==> config.mk <==
export PLATFORM = sky130hd
export DESIGN_NAME = video_card_control_registers
export DESIGN_NICKNAME = d
export VERILOG_FILES = /design/src/design/vccr_pkg.sv /design/src/design/video_card_control_registers.sv /design/src/design/vccr_core.sv
export SDC_FILE = /design/constraint.sdc
export NUM_CORES = 1
export LEC_CHECK = 0
export BUFFER_PORTS_ARGS = -buffer_cell sky130_fd_sc_hd__buf_2
export CAP_MARGIN = 20
export CORE_ASPECT_RATIO = 0.5
export CORE_MARGIN = 5
export CORE_UTILIZATION = 31
export DETAILED_ROUTE_END_ITERATION = 8
export PLACE_DENSITY_LB_ADDON = 0.05
export REMOVE_ABC_BUFFERS = 1
export SETUP_SLACK_MARGIN = 0.02
export SKIP_CTS_REPAIR_TIMING = 1
export SKIP_LAST_GASP = 1
export SYNTH_ARGS = -nofsm -noshare
export SYNTH_HDL_FRONTEND = slang
export SYNTH_SLANG_ARGS = --single-unit
==> constraint.sdc <==
create_clock -name clk -period 3.95 [get_ports clk]
set_input_delay 0.395 -clock clk [delete_from_list [all_inputs] [get_ports clk]]
set_output_delay 0.395 -clock clk [all_outputs]
set_load 0.02 [all_outputs]
==> src/design/vccr_pkg.sv <==
// Shared types, register offsets and operation codes of the video card control registers.
`timescale 1ns / 1ps
package vccr_pkg;

	typedef enum logic [1:0] {
		OP_WRITE = 2'd0,
		OP_READ  = 2'd1,
		OP_TICK  = 2'd2,
		OP_NONE  = 2'd3
	} op_t;

	localparam logic [13:0] OFS_HSTART_LO = 14'h3808;
	localparam logic [13:0] OFS_HSTART_HI = 14'h380a;
	localparam logic [13:0] OFS_HEND_LO   = 14'h380c;
	localparam logic [13:0] OFS_HEND_HI   = 14'h380e;
	localparam logic [13:0] OFS_HTOTAL_LO = 14'h3810;
	localparam logic [13:0] OFS_HTOTAL_HI = 14'h3812;
	localparam logic [13:0] OFS_VSTART_LO = 14'h381c;
	localparam logic [13:0] OFS_VSTART_HI = 14'h381e;
	localparam logic [13:0] OFS_VEND_LO   = 14'h3824;
	localparam logic [13:0] OFS_VEND_HI   = 14'h3826;
	localparam logic [13:0] OFS_VTOTAL_LO = 14'h3828;
	localparam logic [13:0] OFS_VTOTAL_HI = 14'h382a;
	localparam logic [13:0] OFS_STAT_A    = 14'h382c;
	localparam logic [13:0] OFS_STAT_B    = 14'h382e;
	localparam logic [13:0] OFS_IRQ_CTRL  = 14'h385c;
	localparam logic [13:0] OFS_CLUT_PTR  = 14'h3a00;
	localparam logic [13:0] OFS_CLUT_DATA = 14'h3a01;
	localparam logic [13:0] OFS_MODE      = 14'h3c00;
	localparam logic [13:0] OFS_MODE_SEQ  = 14'h3e02;

	localparam logic [31:0] RD_STAT_BYTE  = 32'h0000_00ff;
	localparam logic [31:0] RD_STAT_WORD  = 32'hffff_fff5;
	localparam logic [31:0] RD_IRQ_PEND   = 32'h0000_0008;
	localparam logic [31:0] MODE_IGNORE   = 32'hffff_ffff;
	localparam logic [7:0]  MODE_BYTE_MIN = 8'h5c;
	localparam logic [7:0]  MODE_BYTE_MAX = 8'h5f;
	localparam int unsigned IRQ_OFF_BIT   = 4;
	localparam logic signed [15:0] VTOTAL_INTERLACE = -16'sd262;

	typedef struct packed {
		logic [7:0]  palette_blue;
		logic [7:0]  palette_green;
		logic [7:0]  palette_red;
		logic [7:0]  palette_index;
		logic        palette_we;
		logic        timing_ok;
		logic        interlaced;
		logic [1:0]  pixel_mode;
		logic        irq_level;
		logic [31:0] read_data;
	} result_t;

	function automatic logic [7:0] rev8(input logic [7:0] v);
		logic [7:0] r;
		for (int i = 0; i < 8; i++) begin
			r[7 - i] = v[i];
		end
		return r;
	endfunction

endpackage

==> src/design/video_card_control_registers.sv <==
// Top level of the video card control registers: input register, decode and result register.
`timescale 1ns / 1ps
// An accepted input beat passes through the input register and then the result register to the master side.
// Throughput: one beat per cycle; the input register and the result register both advance
// together whenever the result register is empty or its beat is being taken.
// Reset: arst_n clears both valid flags and loads the timing, interrupt, mode, palette
// pointer and sequence registers with their power-on values; payload registers are not reset.
module video_card_control_registers
	import vccr_pkg::*;
(
	input  logic        clk,
	input  logic        arst_n,
	input  logic        s_tvalid,
	output logic        s_tready,
	input  logic [47:0] s_tdata,   // reg_offset[13:0], write_data[45:14], zero pad[47:46]
	input  logic [1:0]  s_tuser,   // operation[1:0]
	output logic        m_tvalid,
	input  logic        m_tready,
	output logic [71:0] m_tdata    // read_data[31:0], irq_level[32], pixel_mode[34:33],
	                               // interlaced[35], timing_ok[36], palette_we[37],
	                               // palette_index[45:38], palette_red[53:46],
	                               // palette_green[61:54], palette_blue[69:62], zero[71:70]
);

	logic        valid_s1;
	logic [1:0]  op_s1;
	logic [13:0] ofs_s1;
	logic [31:0] data_s1;
	logic        valid_s2;
	result_t     res_s2;
	result_t     res;
	logic        adv;

	// Move the held beat into the result register when that register is free or drained.
	assign adv      = valid_s1 && (!valid_s2 || m_tready);
	// Take a new beat whenever the input register is empty or emptying this cycle.
	assign s_tready = !valid_s1 || adv;

	always_ff @(posedge clk or negedge arst_n) begin
		if (!arst_n) begin
			valid_s1 <= 1'b0;
			valid_s2 <= 1'b0;
		end else begin
			if (s_tready) begin
				valid_s1 <= s_tvalid;
			end
			if (adv) begin
				valid_s2 <= 1'b1;
			end else if (m_tready) begin
				valid_s2 <= 1'b0;
			end
		end
	end

	// Payload registers: hold unless their stage advances.
	always_ff @(posedge clk) begin
		if (s_tready && s_tvalid) begin
			op_s1   <= s_tuser;
			ofs_s1  <= s_tdata[13:0];
			data_s1 <= s_tdata[45:14];
		end
		if (adv) begin
			res_s2 <= res;
		end
	end

	// Decode and state update; the state commits only as the beat leaves the input register.
	vccr_core u_core (
		.clk        (clk),
		.arst_n     (arst_n),
		.step       (adv),
		.operation  (op_s1),
		.reg_offset (ofs_s1),
		.write_data (data_s1),
		.res        (res)
	);

	assign m_tvalid = valid_s2;
	assign m_tdata  = {2'b00, res_s2};

endmodule

==> src/design/vccr_core.sv <==
// Register state of the control space and the result of one bus beat.
`timescale 1ns / 1ps
module vccr_core
	import vccr_pkg::*;
(
	input  logic        clk,
	input  logic        arst_n,
	input  logic        step,
	input  logic [1:0]  operation,
	input  logic [13:0] reg_offset,
	input  logic [31:0] write_data,
	output result_t     res
);

	logic signed [15:0] hstart_q, hend_q, htotal_q, vstart_q, vend_q, vtotal_q;
	logic signed [15:0] hstart_d, hend_d, htotal_d, vstart_d, vend_d, vtotal_d;
	logic        irq_off_q, irq_off_d;
	logic        pending_q, pending_d;
	logic [1:0]  mode_q, mode_d;
	logic [7:0]  ptr_q, ptr_d;
	logic [1:0]  cnt_q, cnt_d;
	logic [7:0]  held0_q, held0_d, held1_q, held1_d;
	logic [2:0]  seq_q, seq_d;
	logic [7:0]  dbyte, cbyte;

	function automatic logic [15:0] merge(input logic [15:0] r, input logic hi,
		input logic [7:0] b);
		return hi ? {b, r[7:0]} : {r[15:8], b};
	endfunction

	assign dbyte = write_data[7:0];
	assign cbyte = ~dbyte;

	always_comb begin
		hstart_d  = hstart_q;
		hend_d    = hend_q;
		htotal_d  = htotal_q;
		vstart_d  = vstart_q;
		vend_d    = vend_q;
		vtotal_d  = vtotal_q;
		irq_off_d = irq_off_q;
		pending_d = pending_q;
		mode_d    = mode_q;
		ptr_d     = ptr_q;
		cnt_d     = cnt_q;
		held0_d   = held0_q;
		held1_d   = held1_q;
		seq_d     = seq_q;
		res       = '0;

		case (op_t'(operation))
			OP_WRITE: begin
				case (reg_offset)
					OFS_HSTART_LO, OFS_HSTART_HI:
						hstart_d = merge(hstart_q, reg_offset[1], dbyte);
					OFS_HEND_LO, OFS_HEND_HI:
						hend_d = merge(hend_q, reg_offset[1], dbyte);
					OFS_HTOTAL_LO, OFS_HTOTAL_HI:
						htotal_d = merge(htotal_q, reg_offset[1], dbyte);
					OFS_VSTART_LO, OFS_VSTART_HI:
						vstart_d = merge(vstart_q, reg_offset[1], dbyte);
					OFS_VEND_LO, OFS_VEND_HI:
						vend_d = merge(vend_q, reg_offset[1], dbyte);
					OFS_VTOTAL_LO, OFS_VTOTAL_HI:
						vtotal_d = merge(vtotal_q, reg_offset[1], dbyte);
					OFS_IRQ_CTRL: begin
						irq_off_d = write_data[IRQ_OFF_BIT];
						if (write_data[IRQ_OFF_BIT]) begin
							pending_d = 1'b0;
						end
					end
					OFS_CLUT_PTR: ptr_d = cbyte;
					OFS_CLUT_DATA: begin
						if (cnt_q[1]) begin
							res.palette_we    = 1'b1;
							res.palette_index = rev8(ptr_q);
							res.palette_red   = held0_q;
							res.palette_green = held1_q;
							res.palette_blue  = cbyte;
							ptr_d = ptr_q + 8'd1;
							cnt_d = 2'd0;
						end else begin
							if (cnt_q[0]) begin
								held1_d = cbyte;
							end else begin
								held0_d = cbyte;
							end
							cnt_d = cnt_q + 2'd1;
						end
					end
					OFS_MODE: begin
						if (seq_q == 3'd2 && write_data != MODE_IGNORE &&
								dbyte >= MODE_BYTE_MIN && dbyte <= MODE_BYTE_MAX) begin
							mode_d = ~dbyte[1:0];
						end
						if (seq_q != 3'd7) begin
							seq_d = seq_q + 3'd1;
						end
					end
					OFS_MODE_SEQ: begin
						if (write_data == 32'd1) begin
							seq_d = 3'd0;
						end
					end
					default: ;
				endcase
			end
			OP_READ: begin
				case (reg_offset)
					OFS_VEND_HI, OFS_STAT_B: res.read_data = RD_STAT_BYTE;
					OFS_VEND_LO, OFS_STAT_A: res.read_data = RD_STAT_WORD;
					OFS_IRQ_CTRL: res.read_data = pending_q ? RD_IRQ_PEND : '0;
					default: res.read_data = '0;
				endcase
			end
			OP_TICK: begin
				if (!irq_off_q) begin
					pending_d = 1'b1;
				end
			end
			default: ;
		endcase

		res.irq_level  = pending_d;
		res.pixel_mode = mode_d;
		res.interlaced = (vtotal_d == VTOTAL_INTERLACE);
		res.timing_ok  = (hend_d < hstart_d) && (htotal_d < hend_d) &&
			(vend_d < vstart_d) && (vtotal_d < vend_d);
	end

	always_ff @(posedge clk or negedge arst_n) begin
		if (!arst_n) begin
			hstart_q  <= -16'sd64;
			hend_q    <= -16'sd320;
			htotal_q  <= -16'sd332;
			vstart_q  <= -16'sd33;
			vend_q    <= -16'sd801;
			vtotal_q  <= -16'sd804;
			irq_off_q <= 1'b1;
			pending_q <= 1'b0;
			mode_q    <= 2'd0;
			ptr_q     <= 8'd0;
			cnt_q     <= 2'd0;
			held0_q   <= 8'd0;
			held1_q   <= 8'd0;
			seq_q     <= 3'd0;
		end else if (step) begin
			hstart_q  <= hstart_d;
			hend_q    <= hend_d;
			htotal_q  <= htotal_d;
			vstart_q  <= vstart_d;
			vend_q    <= vend_d;
			vtotal_q  <= vtotal_d;
			irq_off_q <= irq_off_d;
			pending_q <= pending_d;
			mode_q    <= mode_d;
			ptr_q     <= ptr_d;
			cnt_q     <= cnt_d;
			held0_q   <= held0_d;
			held1_q   <= held1_d;
			seq_q     <= seq_d;
		end
	end

endmodule
==> impl_metrics.json, run 1 <==
{
  "drv.max_cap_violation_count": 0,
  "worstPathMaxFanout": 6,
  "post-dp-hpwl_mm": 23.4,
  "final_setup_viols": 0,
  "power.leakage_nw": 6.51,
  "period_utilisation_layout": 0.955,
  "synth_top_area_frac": 0.227,
  "syn-cell-area_mm2": 0.0119,
  "post_synth_main_area_contributors": "sky130_fd_sc_hd__edfxtp_1 (23%), sky130_fd_sc_hd__dfstp_2 (15%), sky130_fd_sc_hd__dfrtp_1 (13%), sky130_fd_sc_hd__nand2_1 (6.3%), sky130_fd_sc_hd__ha_1 (5.7%)",
  "synth_commonest_cells": "sky130_fd_sc_hd__nand2_1 (199), sky130_fd_sc_hd__o21ai_0 (128), sky130_fd_sc_hd__edfxtp_1 (90)",
  "cts.reportedPaths.clkPinSlew_ns": 0.07,
  "ff2ff_setup_slack_ns": 0.18,
  "tritoncts.num_buffers": 24,
  "tritoncts_num_sinks": 221,
  "timing.setup.critical_path_class": "reg -> reg",
  "placementRows": 50,
  "status": "finished, final reports clean",
  "power.total_mw": 5.42,
  "hold_class": "in -> reg",
  "endpoint_kind": "flip-flop",
  "clock_tree_from_tritoncts": "yes",
  "min_to": "data_s1[26]$_DFFE_PP_",
  "timing_worst_slew_pin_value_ns": 1.01,
  "unrepaired_setup_endpoints_after_global_routing": "yes",
  "final_antenna_net_count": 0,
  "grt_pass1_vias": 9133,
  "worst_r2r_path_depth": 15,
  "antenna_found_initial": 2,
  "number_of_detailed_route_iterations_in_the_first_pass": 5,
  "antenna-diode-count": 0,
  "wl_mm": 33.3,
  "synth_cells": 1179,
  "dr_total_vias": 8925,
  "cp.arrival_ns": 4.07,
  "io_buffers": 123,
  "cts_root_buf": "sky130_fd_sc_hd__clkbuf_16",
  "cp_cell_sequence": "nor4_4 > buf_4 > nand4_1 > buf_4 > mux2i_1 > inv_1 > ha_1 > and3_2 > o31a_1 > a311o_1 > a31oi_1 > buf_4 > o21ai_1 > mux2i_1 > and4_1",
  "critical_path.most_common_cell": "sky130_fd_sc_hd__buf_4",
  "ctsLongestPathBuffers": 3,
  "timing.critical_path.from_type": "flip-flop",
  "synth_sequential_area_ratio": 0.509,
  "holdCritStartpoint": "s_tdata[40]",
  "finalWorstPathRequiredPeriod_ns": 3.77,
  "drive_gt1_frac": 0.293,
  "async_reset_ff_frac": 0.593,
  "syn2layout_area_growth_pct": 21.9,
  "die_w_um": 287,
  "r2r-start": "ofs_s1[4]$_DFFE_PP_",
  "slowest_stage": "sky130_fd_sc_hd__edfxtp_1",
  "pwr_density_cell_mw_per_mm2": 373,
  "most_frequent_cell_after_synthesis": "sky130_fd_sc_hd__nand2_1",
  "worst_hold_slack_ns": 0.0252,
  "clock_skew_ns": 0.0290,
  "vdd_drop_max_v": 0.000246,
  "clock_latency_ns": 0.55,
  "grt_max_degree": 143,
  "synth-edff-count": 90,
  "first_iter_violations": 544,
  "wire_length_per_cell_after_detailed_routing_um": 17.8,
  "yosys_warnings": 0,
  "htreeDepth": 1,
  "grt_util_all_layers": 0.157,
  "worst-endpoint-required_ns": 4.25,
  "grt_overflow_total": 0,
  "min_path_cells": 1,
  "floorplan.initialDensity": 0.316,
  "yosysUniqueCellTypes": 89,
  "floorplan.die.height_um": 149,
  "netlist.top_cell.by_area": "sky130_fd_sc_hd__edfxtp_1",
  "dominantRegCellSynth": "sky130_fd_sc_hd__edfxtp_1",
  "avgViaCountPerCell": 4.77,
  "core_region_area_mm2": 0.0377,
  "reg2reg_to": "m_tdata[36]$_DFFE_PP_",
  "final_net_count": 1443,
  "max_freq_ghz": 0.265,
  "die-area_mm2": 0.0427,
  "globalplace.congestion": 0.792,
  "io_pins": 128,
  "timing.critical_path.slowest_cell_delay_ns": 0.50,
  "synthesis.area_per_instance_um2": 10.1,
  "drv_slew": 0,
  "global_route_wire_length_before_repair_mm": 52.7,
  "max_slew_margin": 0.323,
  "postSynthRegisterBits": 221,
  "fillerInstances": 3771,
  "drc": 0,
  "hold_violations": 0
}
## stage by stage
step           utilization  TNS (ns)  setup WS [ns]  cells  cell area (µm²)
6_report             0.386         0          0.177   1873            14500
5_1_grt              0.386         0         0.0116   1873            14500
4_1_cts              0.378   -0.0214        -0.0214   1861            14200
3_5_place_dp         0.356         0         0.0357   1817            13400
3_3_place_gp         0.356         0         0.0756   1817            13400
2_1_floorplan            -   -147.81          -1.95   1081            11400
## final cells by class
| cell class | count | area, µm² | share of cell area |
|---|---|---|---|
| flip-flops and latches | 221 | 6070 | 0.418 |
| multi-input cells | 807 | 5300 | 0.365 |
| repair buffers | 228 | 1480 | 0.102 |
| well taps | 520 | 651 | 0.0448 |
| clock buffers | 29 | 641 | 0.0441 |
| clock inverters | 15 | 174 | 0.0120 |
| inverters | 53 | 199 | 0.0137 |
## worst max-delay path: cells and delay by family, from the launching register on
family / cells / cell delay (ns)
AOI/OAI and AO/OA: 4 / 0.88
and+or+nand+nor: 4 / 0.83
buffers and inverters: 4 / 0.64
DFF: 1 / 0.50
muxes: 2 / 0.35
adders and majority gates: 1 / 0.32
## power breakdown
part	switching [mW]	total (mW)	leakage (nW)	internal [mW]
clock	1.01	2.38	0.393	1.37
sequential	0.0573	2.55	2.41	2.49
combinational	0.335	0.488	3.70	0.153
## metal layers
layer,up-vias,share of wire,global-route usage
met5,-,0,0
met2,136,0.45,0.252
met3,38,0.041,0.0262
met4,0,0.017,0.0294
li1,4466,-,-
met1,4285,0.49,0.225
## layout by cell type (no fill, tap or decap), drive strengths merged, types with 29 or more instances in the layout
cell | netlist | routed
a21oi | 45 | 45
buf | 43 | 220
clkbuf | 56 | 29
dfrtp | 61 | 61
dfstp | 70 | 70
edfxtp | 90 | 90
ha | 54 | 54
inv | 52 | 55
mux2i | 67 | 67
nand2 | 199 | 199
nor2 | 64 | 64
o21ai | 129 | 129
## state kept, by name (all words and copies together) (netlist names), 14 cells and up
name	flops
u_core.htotal_q	16
m_tdata	42
u_core.vend_q	16
u_core.hend_q	16
data_s1	32
u_core.vstart_q	16
u_core.vtotal_q	16
ofs_s1	14
u_core.hstart_q	16
## worst max-delay path by stage
stage	cells past startpoint	slack [ns]	start	end
final	15	0.18	ofs_s1[4]$_DFFE_PP_	m_tdata[36]$_DFFE_PP_
after global routing	15	0.01	op_s1[1]$_DFFE_PP_	m_tdata[36]$_DFFE_PP_
after CTS	14	-0.02	ofs_s1[9]$_DFFE_PP_	m_tdata[36]$_DFFE_PP_
after detailed placement	14	0.04	ofs_s1[9]$_DFFE_PP_	m_tdata[36]$_DFFE_PP_
after global placement	14	0.08	ofs_s1[9]$_DFFE_PP_	m_tdata[36]$_DFFE_PP_
after floorplan	8	-1.95	m_tvalid$_DFFE_PN0P_	u_core.ptr_q[0]$_DFFE_PN0P_
## logic make-up (layout without fill, tap and decap cells)
| logic type | Yosys count | count (layout) | synth area share |
|---|---|---|---|
| and+or+nand+nor | 413 | 413 | 0.173 |
| AOI/OAI and AO/OA | 245 | 245 | 0.120 |
| DFF | 221 | 221 | 0.509 |
| buffers and inverters | 152 | 325 | 0.0612 |
| muxes | 86 | 86 | 0.0746 |
| adders and majority gates | 54 | 54 | 0.0567 |
| xor gates and xnor gates | 7 | 7 | 0.00515 |
| other | 1 | 2 | 0.000315 |
Power figures use the tool's default switching activity.
==> run 2: changes to the inputs <==
- CTS_BUF_LIST: default -> sky130_fd_sc_hd__clkbuf_2 sky130_fd_sc_hd__clkbuf_4 sky130_fd_sc_hd__clkbuf_8
==> run 2 against run 1 <==
Compared with the run above:
- register-to-register slack about the same
- sequential share of layout area down 0.72 points
- total power down 3.2%
- largest cell class unchanged
==> impl_metrics.json, run 2 (synthesis results as in run 1) <==
{
  "post-dp-hpwl_mm": 23.4,
  "grt_overflow_total": 0,
  "core_region_area_mm2": 0.0377,
  "first_iter_violations": 538,
  "max_freq_ghz": 0.264,
  "worst_hold_slack_ns": 0.0348,
  "vdd_drop_max_v": 0.000206,
  "avgViaCountPerCell": 4.77,
  "placed_cell_area_mm2": 0.0134,
  "slowest_stage": "sky130_fd_sc_hd__edfxtp_1",
  "layout.cells.most_common_list": "sky130_fd_sc_hd__nand2_1 (197), sky130_fd_sc_hd__o21ai_0 (126), sky130_fd_sc_hd__buf_2 (122), sky130_fd_sc_hd__buf_4 (92), sky130_fd_sc_hd__edfxtp_1 (90)",
  "area.sequential_mm2": 0.00607,
  "period_utilisation_layout": 0.957,
  "io_buffers": 123,
  "post-route-cell-area_mm2": 0.0148,
  "global_route_wire_length_before_repair_mm": 53.0,
  "critical_path.most_common_cell": "sky130_fd_sc_hd__buf_4",
  "antenna_found_initial": 2,
  "die_w_um": 287,
  "final_antenna_net_count": 0,
  "syn2layout_area_growth_pct": 24.0,
  "pwr_density_cell_mw_per_mm2": 355,
  "postLayoutSetupSlackWorst_ns": 0.168,
  "io_pins": 128,
  "power.leakage_nw": 6.64,
  "worst-endpoint-required_ns": 4.24,
  "floorplan.die.height_um": 149,
  "grt_pass1_vias": 9252,
  "grt_max_degree": 143,
  "multi_input_comb_area_mm2": 0.00530,
  "finalWorstPathRequiredPeriod_ns": 3.78,
  "tritoncts_num_sinks": 221,
  "hold_violations": 0,
  "final_net_count": 1485,
  "hold_class": "in -> reg",
  "r2r-start": "ofs_s1[4]$_DFFE_PP_",
  "drc": 0,
  "fillerInstances": 3773,
  "drive_gt1_frac": 0.299,
  "cp_cell_sequence": "nor4_4 > buf_4 > nand4_1 > buf_4 > mux2i_1 > inv_1 > ha_1 > and3_2 > o31a_1 > a311o_1 > a31oi_1 > buf_4 > o21ai_1 > mux2i_1 > and4_1",
  "htreeDepth": 2,
  "globalplace.congestion": 0.792,
  "status": "finished, final reports clean",
  "endpoint_kind": "flip-flop",
  "antenna-diode-count": 0,
  "cts_root_buf": "sky130_fd_sc_hd__clkbuf_8",
  "power.total_mw": 5.25,
  "max_slew_margin": 0.299,
  "drv_slew": 0,
  "final_common_cell": "sky130_fd_sc_hd__nand2_1",
  "clock_tree_from_tritoncts": "yes",
  "floorplan.initialDensity": 0.316,
  "worstPathMaxFanout": 6,
  "die-area_mm2": 0.0427,
  "largest_register_ffs": 42,
  "ctsLongestPathBuffers": 3,
  "cp.arrival_ns": 4.07,
  "wl_mm": 33.9,
  "timing_worst_slew_pin_value_ns": 1.05,
  "grt_util_all_layers": 0.158,
  "timing.critical_path.from": "ofs_s1[4]$_DFFE_PP_",
  "dr_total_vias": 9194,
  "timing.critical_path.slowest_cell_delay_ns": 0.50,
  "post-route-util": 0.392,
  "clock_skew_ns": 0.0251,
  "drv.max_cap_violation_count": 0,
  "timing.setup.critical_path_class": "reg -> reg",
  "placementRows": 50,
  "cts.reportedPaths.clkPinSlew_ns": 0.07,
  "holdCritStartpoint": "s_tdata[8]",
  "unrepaired_setup_endpoints_after_global_routing": "yes",
  "wire_length_per_cell_after_detailed_routing_um": 17.6,
  "timing.critical_path.from_type": "flip-flop",
  "pre_cts_slack_ns": 0.0357,
  "number_of_detailed_route_iterations_in_the_first_pass": 5,
  "clock_latency_ns": 0.55,
  "tritoncts.num_buffers": 37,
  "final_setup_viols": 0
}
[run 2: metrics by stage]
step	std cells	setup TNS [ns]
2_1_floorplan	1081	-147.81
3_3_place_gp	1817	0
3_5_place_dp	1817	0
4_1_cts	1885	-0.0190
5_1_grt	1926	-0.0124
6_report	1926	0
[run 2: layer usage]
layer / share of wire / up-vias / wire length (µm) / track usage
met4: 0.019 / 0 / 641 / 0.0383
met5: 0 / - / 0 / 0
met1: 0.48 / 4406 / 16400 / 0.224
met2: 0.45 / 176 / 15200 / 0.251
li1: - / 4560 / - / -
met3: 0.049 / 52 / 1650 / 0.0312
[run 2: cell type report]
cell class | count | area share
flip-flops and latches | 221 | 0.411
multi-input cells | 807 | 0.359
repair buffers | 257 | 0.120
clock buffers | 53 | 0.0460
well taps | 520 | 0.0440
inverters | 53 | 0.0135
clock inverters | 15 | 0.00677
[run 2: critical path: cells and delay by family (launching register included)]
kind                       cells  cell delay (ns)
AOI/OAI and AO/OA              4             0.88
buffers and inverters          4             0.64
adders and majority gates      1             0.32
and+or+nand+nor                4             0.82
DFF                            1             0.50
muxes                          2             0.35
[run 2: worst paths after layout]
| kind | slack [ns] | cells past startpoint | to |
|---|---|---|---|
| max | 0.17 | 15 | m_tdata[36]$_DFFE_PP_ |
| min reg2reg | 0.46 | 2 | u_core.htotal_q[13]$_DFFE_PN1P_ |
| min | 0.03 | 1 | ofs_s1[8]$_DFFE_PP_ |
| max in group asynchronous | 2.65 | 3 | u_core.htotal_q[7]$_DFFE_PN1P_ |
| min in group asynchronous | 0.39 | 2 | m_tvalid$_DFFE_PN0P_ |
| max reg2reg | 0.17 | 15 | m_tdata[36]$_DFFE_PP_ |
[run 2: power breakdown]
part | total [mW] | switching, mW | internal [mW]
Combinational | 0.511 | 0.340 | 0.172
Clock | 2.19 | 1.01 | 1.18
Sequential | 2.55 | 0.0575 | 2.49
==> run 3: changes to the inputs <==
- ABC_CLOCK_PERIOD_IN_PS: default -> 3950
- CELL_PAD_IN_SITES_DETAIL_PLACEMENT: default -> 0
- CELL_PAD_IN_SITES_GLOBAL_PLACEMENT: default -> 1
==> run 3 against run 2 <==
Compared with the run above:
- combinational power about the same
- count of clock-buffer cells in the layout unchanged
- critical path depth unchanged
- total power increased by 0.19%
- setup slack improved by 0.00082 ns
- via count decreased by 0.62%
- global-route usage increased by 0.15 points
- sequential cell count unchanged
- clock skew increased by 0.0020 ns
- sequential power about the same
- cell count about the same
==> impl_metrics.json, run 3 (synthesis results as in run 1) <==
{
  "status": "finished, final reports clean",
  "core_region_area_mm2": 0.0377,
  "antenna_found_initial": 1,
  "floorplan.die.height_um": 149,
  "cts_root_buf": "sky130_fd_sc_hd__clkbuf_8",
  "hold_violations": 0,
  "fillerInstances": 3819,
  "grt_util_all_layers": 0.160,
  "syn2layout_area_growth_pct": 23.6,
  "timing_worst_slew_pin_value_ns": 0.959,
  "worst-endpoint-required_ns": 4.37,
  "clock_skew_ns": 0.0270,
  "final_antenna_net_count": 0,
  "timing.setup.critical_path_class": "reg -> reg",
  "drv.max_cap_violation_count": 0,
  "pre_cts_slack_ns": 0.0891,
  "htreeDepth": 2,
  "tritoncts.num_buffers": 37,
  "endpoint_kind": "flip-flop",
  "grt_pass1_vias": 8943,
  "drv_slew": 0,
  "globalplace.congestion": 0.818,
  "unrepaired_setup_endpoints_after_global_routing": "no",
  "io_pins": 128,
  "slowest_stage": "sky130_fd_sc_hd__or4_4",
  "final_net_count": 1486,
  "drive_gt1_frac": 0.290,
  "die-area_mm2": 0.0427,
  "timing.critical_path.from_type": "flip-flop",
  "timing.critical_path.slowest_cell_delay_ns": 0.57,
  "non_filler_instance_count_after_layout": 1927,
  "cts.reportedPaths.clkPinSlew_ns": 0.06,
  "worst_hold_slack_ns": 0.0385,
  "layout.cells.most_common_list": "sky130_fd_sc_hd__nand2_1 (198), sky130_fd_sc_hd__o21ai_0 (126), sky130_fd_sc_hd__buf_2 (122), sky130_fd_sc_hd__edfxtp_1 (90), sky130_fd_sc_hd__buf_4 (85)",
  "postLayoutSetupSlackWorst_ns": 0.169,
  "first_iter_violations": 522,
  "cp_cell_sequence": "or4_4 > nor3_4 > nor3b_4 > buf_12 > mux2i_4 > inv_1 > ha_1 > a21o_1 > nand3_1 > a21oi_1 > a211oi_1 > o21ai_1 > a41oi_2 > mux2i_1 > and4_1",
  "wire_length_per_cell_after_detailed_routing_um": 18.0,
  "hold_class": "in -> reg",
  "antenna-diode-count": 0,
  "worstPathMaxFanout": 7,
  "floorplan.initialDensity": 0.316,
  "dp_cells": 1803,
  "post-route-util": 0.391,
  "tritoncts_num_sinks": 221,
  "finalWorstPathRequiredPeriod_ns": 3.78,
  "global_route_wire_length_before_repair_mm": 52.9,
  "ctsLongestPathBuffers": 3,
  "drc": 0,
  "wl_mm": 34.6,
  "clock_latency_ns": 0.56,
  "max_freq_ghz": 0.264,
  "post-route-cell-area_mm2": 0.0147,
  "ff2ff_setup_slack_ns": 0.17,
  "period_utilisation_layout": 0.957,
  "area.sequential_mm2": 0.00607,
  "placed_cell_area_mm2": 0.0133,
  "post-dp-hpwl_mm": 23.5,
  "vdd_drop_max_v": 0.000153,
  "final_setup_viols": 0,
  "critPathTopFamily": "simple AND/OR/NAND/NOR gates",
  "grt_max_degree": 95,
  "largest_register_ffs": 42,
  "multi_input_comb_area_mm2": 0.00524,
  "grt_overflow_total": 0,
  "pwr_density_cell_mw_per_mm2": 357,
  "placementRows": 50,
  "avgViaCountPerCell": 4.74,
  "critPathBufInv": 2,
  "io_buffers": 123,
  "die_w_um": 287,
  "power.leakage_nw": 6.63,
  "final_common_cell": "sky130_fd_sc_hd__nand2_1",
  "max_slew_margin": 0.361,
  "clock_tree_from_tritoncts": "yes",
  "cp.arrival_ns": 4.20,
  "number_of_detailed_route_iterations_in_the_first_pass": 5,
  "dr_total_vias": 9137
}
==> run 3: changes by cell type in the layout (fill, tap and decap cells not counted), moves of 4 or more <==
cell and delta:
sky130_fd_sc_hd__dlygate4sd3_1 +9, sky130_fd_sc_hd__mux2i_2 -4, sky130_fd_sc_hd__clkbuf_8 -5, sky130_fd_sc_hd__clkbuf_4 +5
sky130_fd_sc_hd__buf_4 -7, sky130_fd_sc_hd__mux2i_1 +4
==> run 3: cell type report <==
type | instances | area share
clock buffer | 53 | 0.0440
clock inverter | 15 | 0.00832
inverter | 53 | 0.0135
multi-input combinational | 807 | 0.356
sequential | 221 | 0.412
tap | 520 | 0.0442
timing repair buffer | 258 | 0.122
==> run 3: stage by stage <==
stage / total power, mW / TNS [ns]
2_1_floorplan: 2.82 / -147.81
3_3_place_gp: 3.07 / 0
3_5_place_dp: 3.07 / 0
4_1_cts: 5.31 / 0
5_1_grt: 5.53 / 0
6_report: 5.26 / 0
==> run 3: path summary, 6_finish.rpt <==
path | depth (start not counted) | to | from
min | 1 | ofs_s1[9]$_DFFE_PP_ | s_tdata[9]
min reg2reg | 2 | u_core.vtotal_q[2]$_DFFE_PN1P_ | u_core.vtotal_q[2]$_DFFE_PN1P_
max in group asynchronous | 3 | u_core.irq_off_q$_DFFE_PN1P_ | arst_n
min in group asynchronous | 2 | valid_s1$_DFFE_PN0N_ | arst_n
max reg2reg | 15 | m_tdata[36]$_DFFE_PP_ | ofs_s1[1]$_DFFE_PP_
max | 15 | m_tdata[36]$_DFFE_PP_ | ofs_s1[1]$_DFFE_PP_
==> run 3: where the power goes <==
group          switching [mW]  internal, mW
combinational           0.339         0.173
sequential             0.0617          2.49
clock                   0.997          1.19
==> run 3: metal layers <==
layer	share of wire	global-route usage	vias to the layer above
met2	0.45	0.253	159
met3	0.041	0.0292	50
met5	0	0	-
met4	0.016	0.0385	0
li1	-	-	4551
met1	0.49	0.228	4377
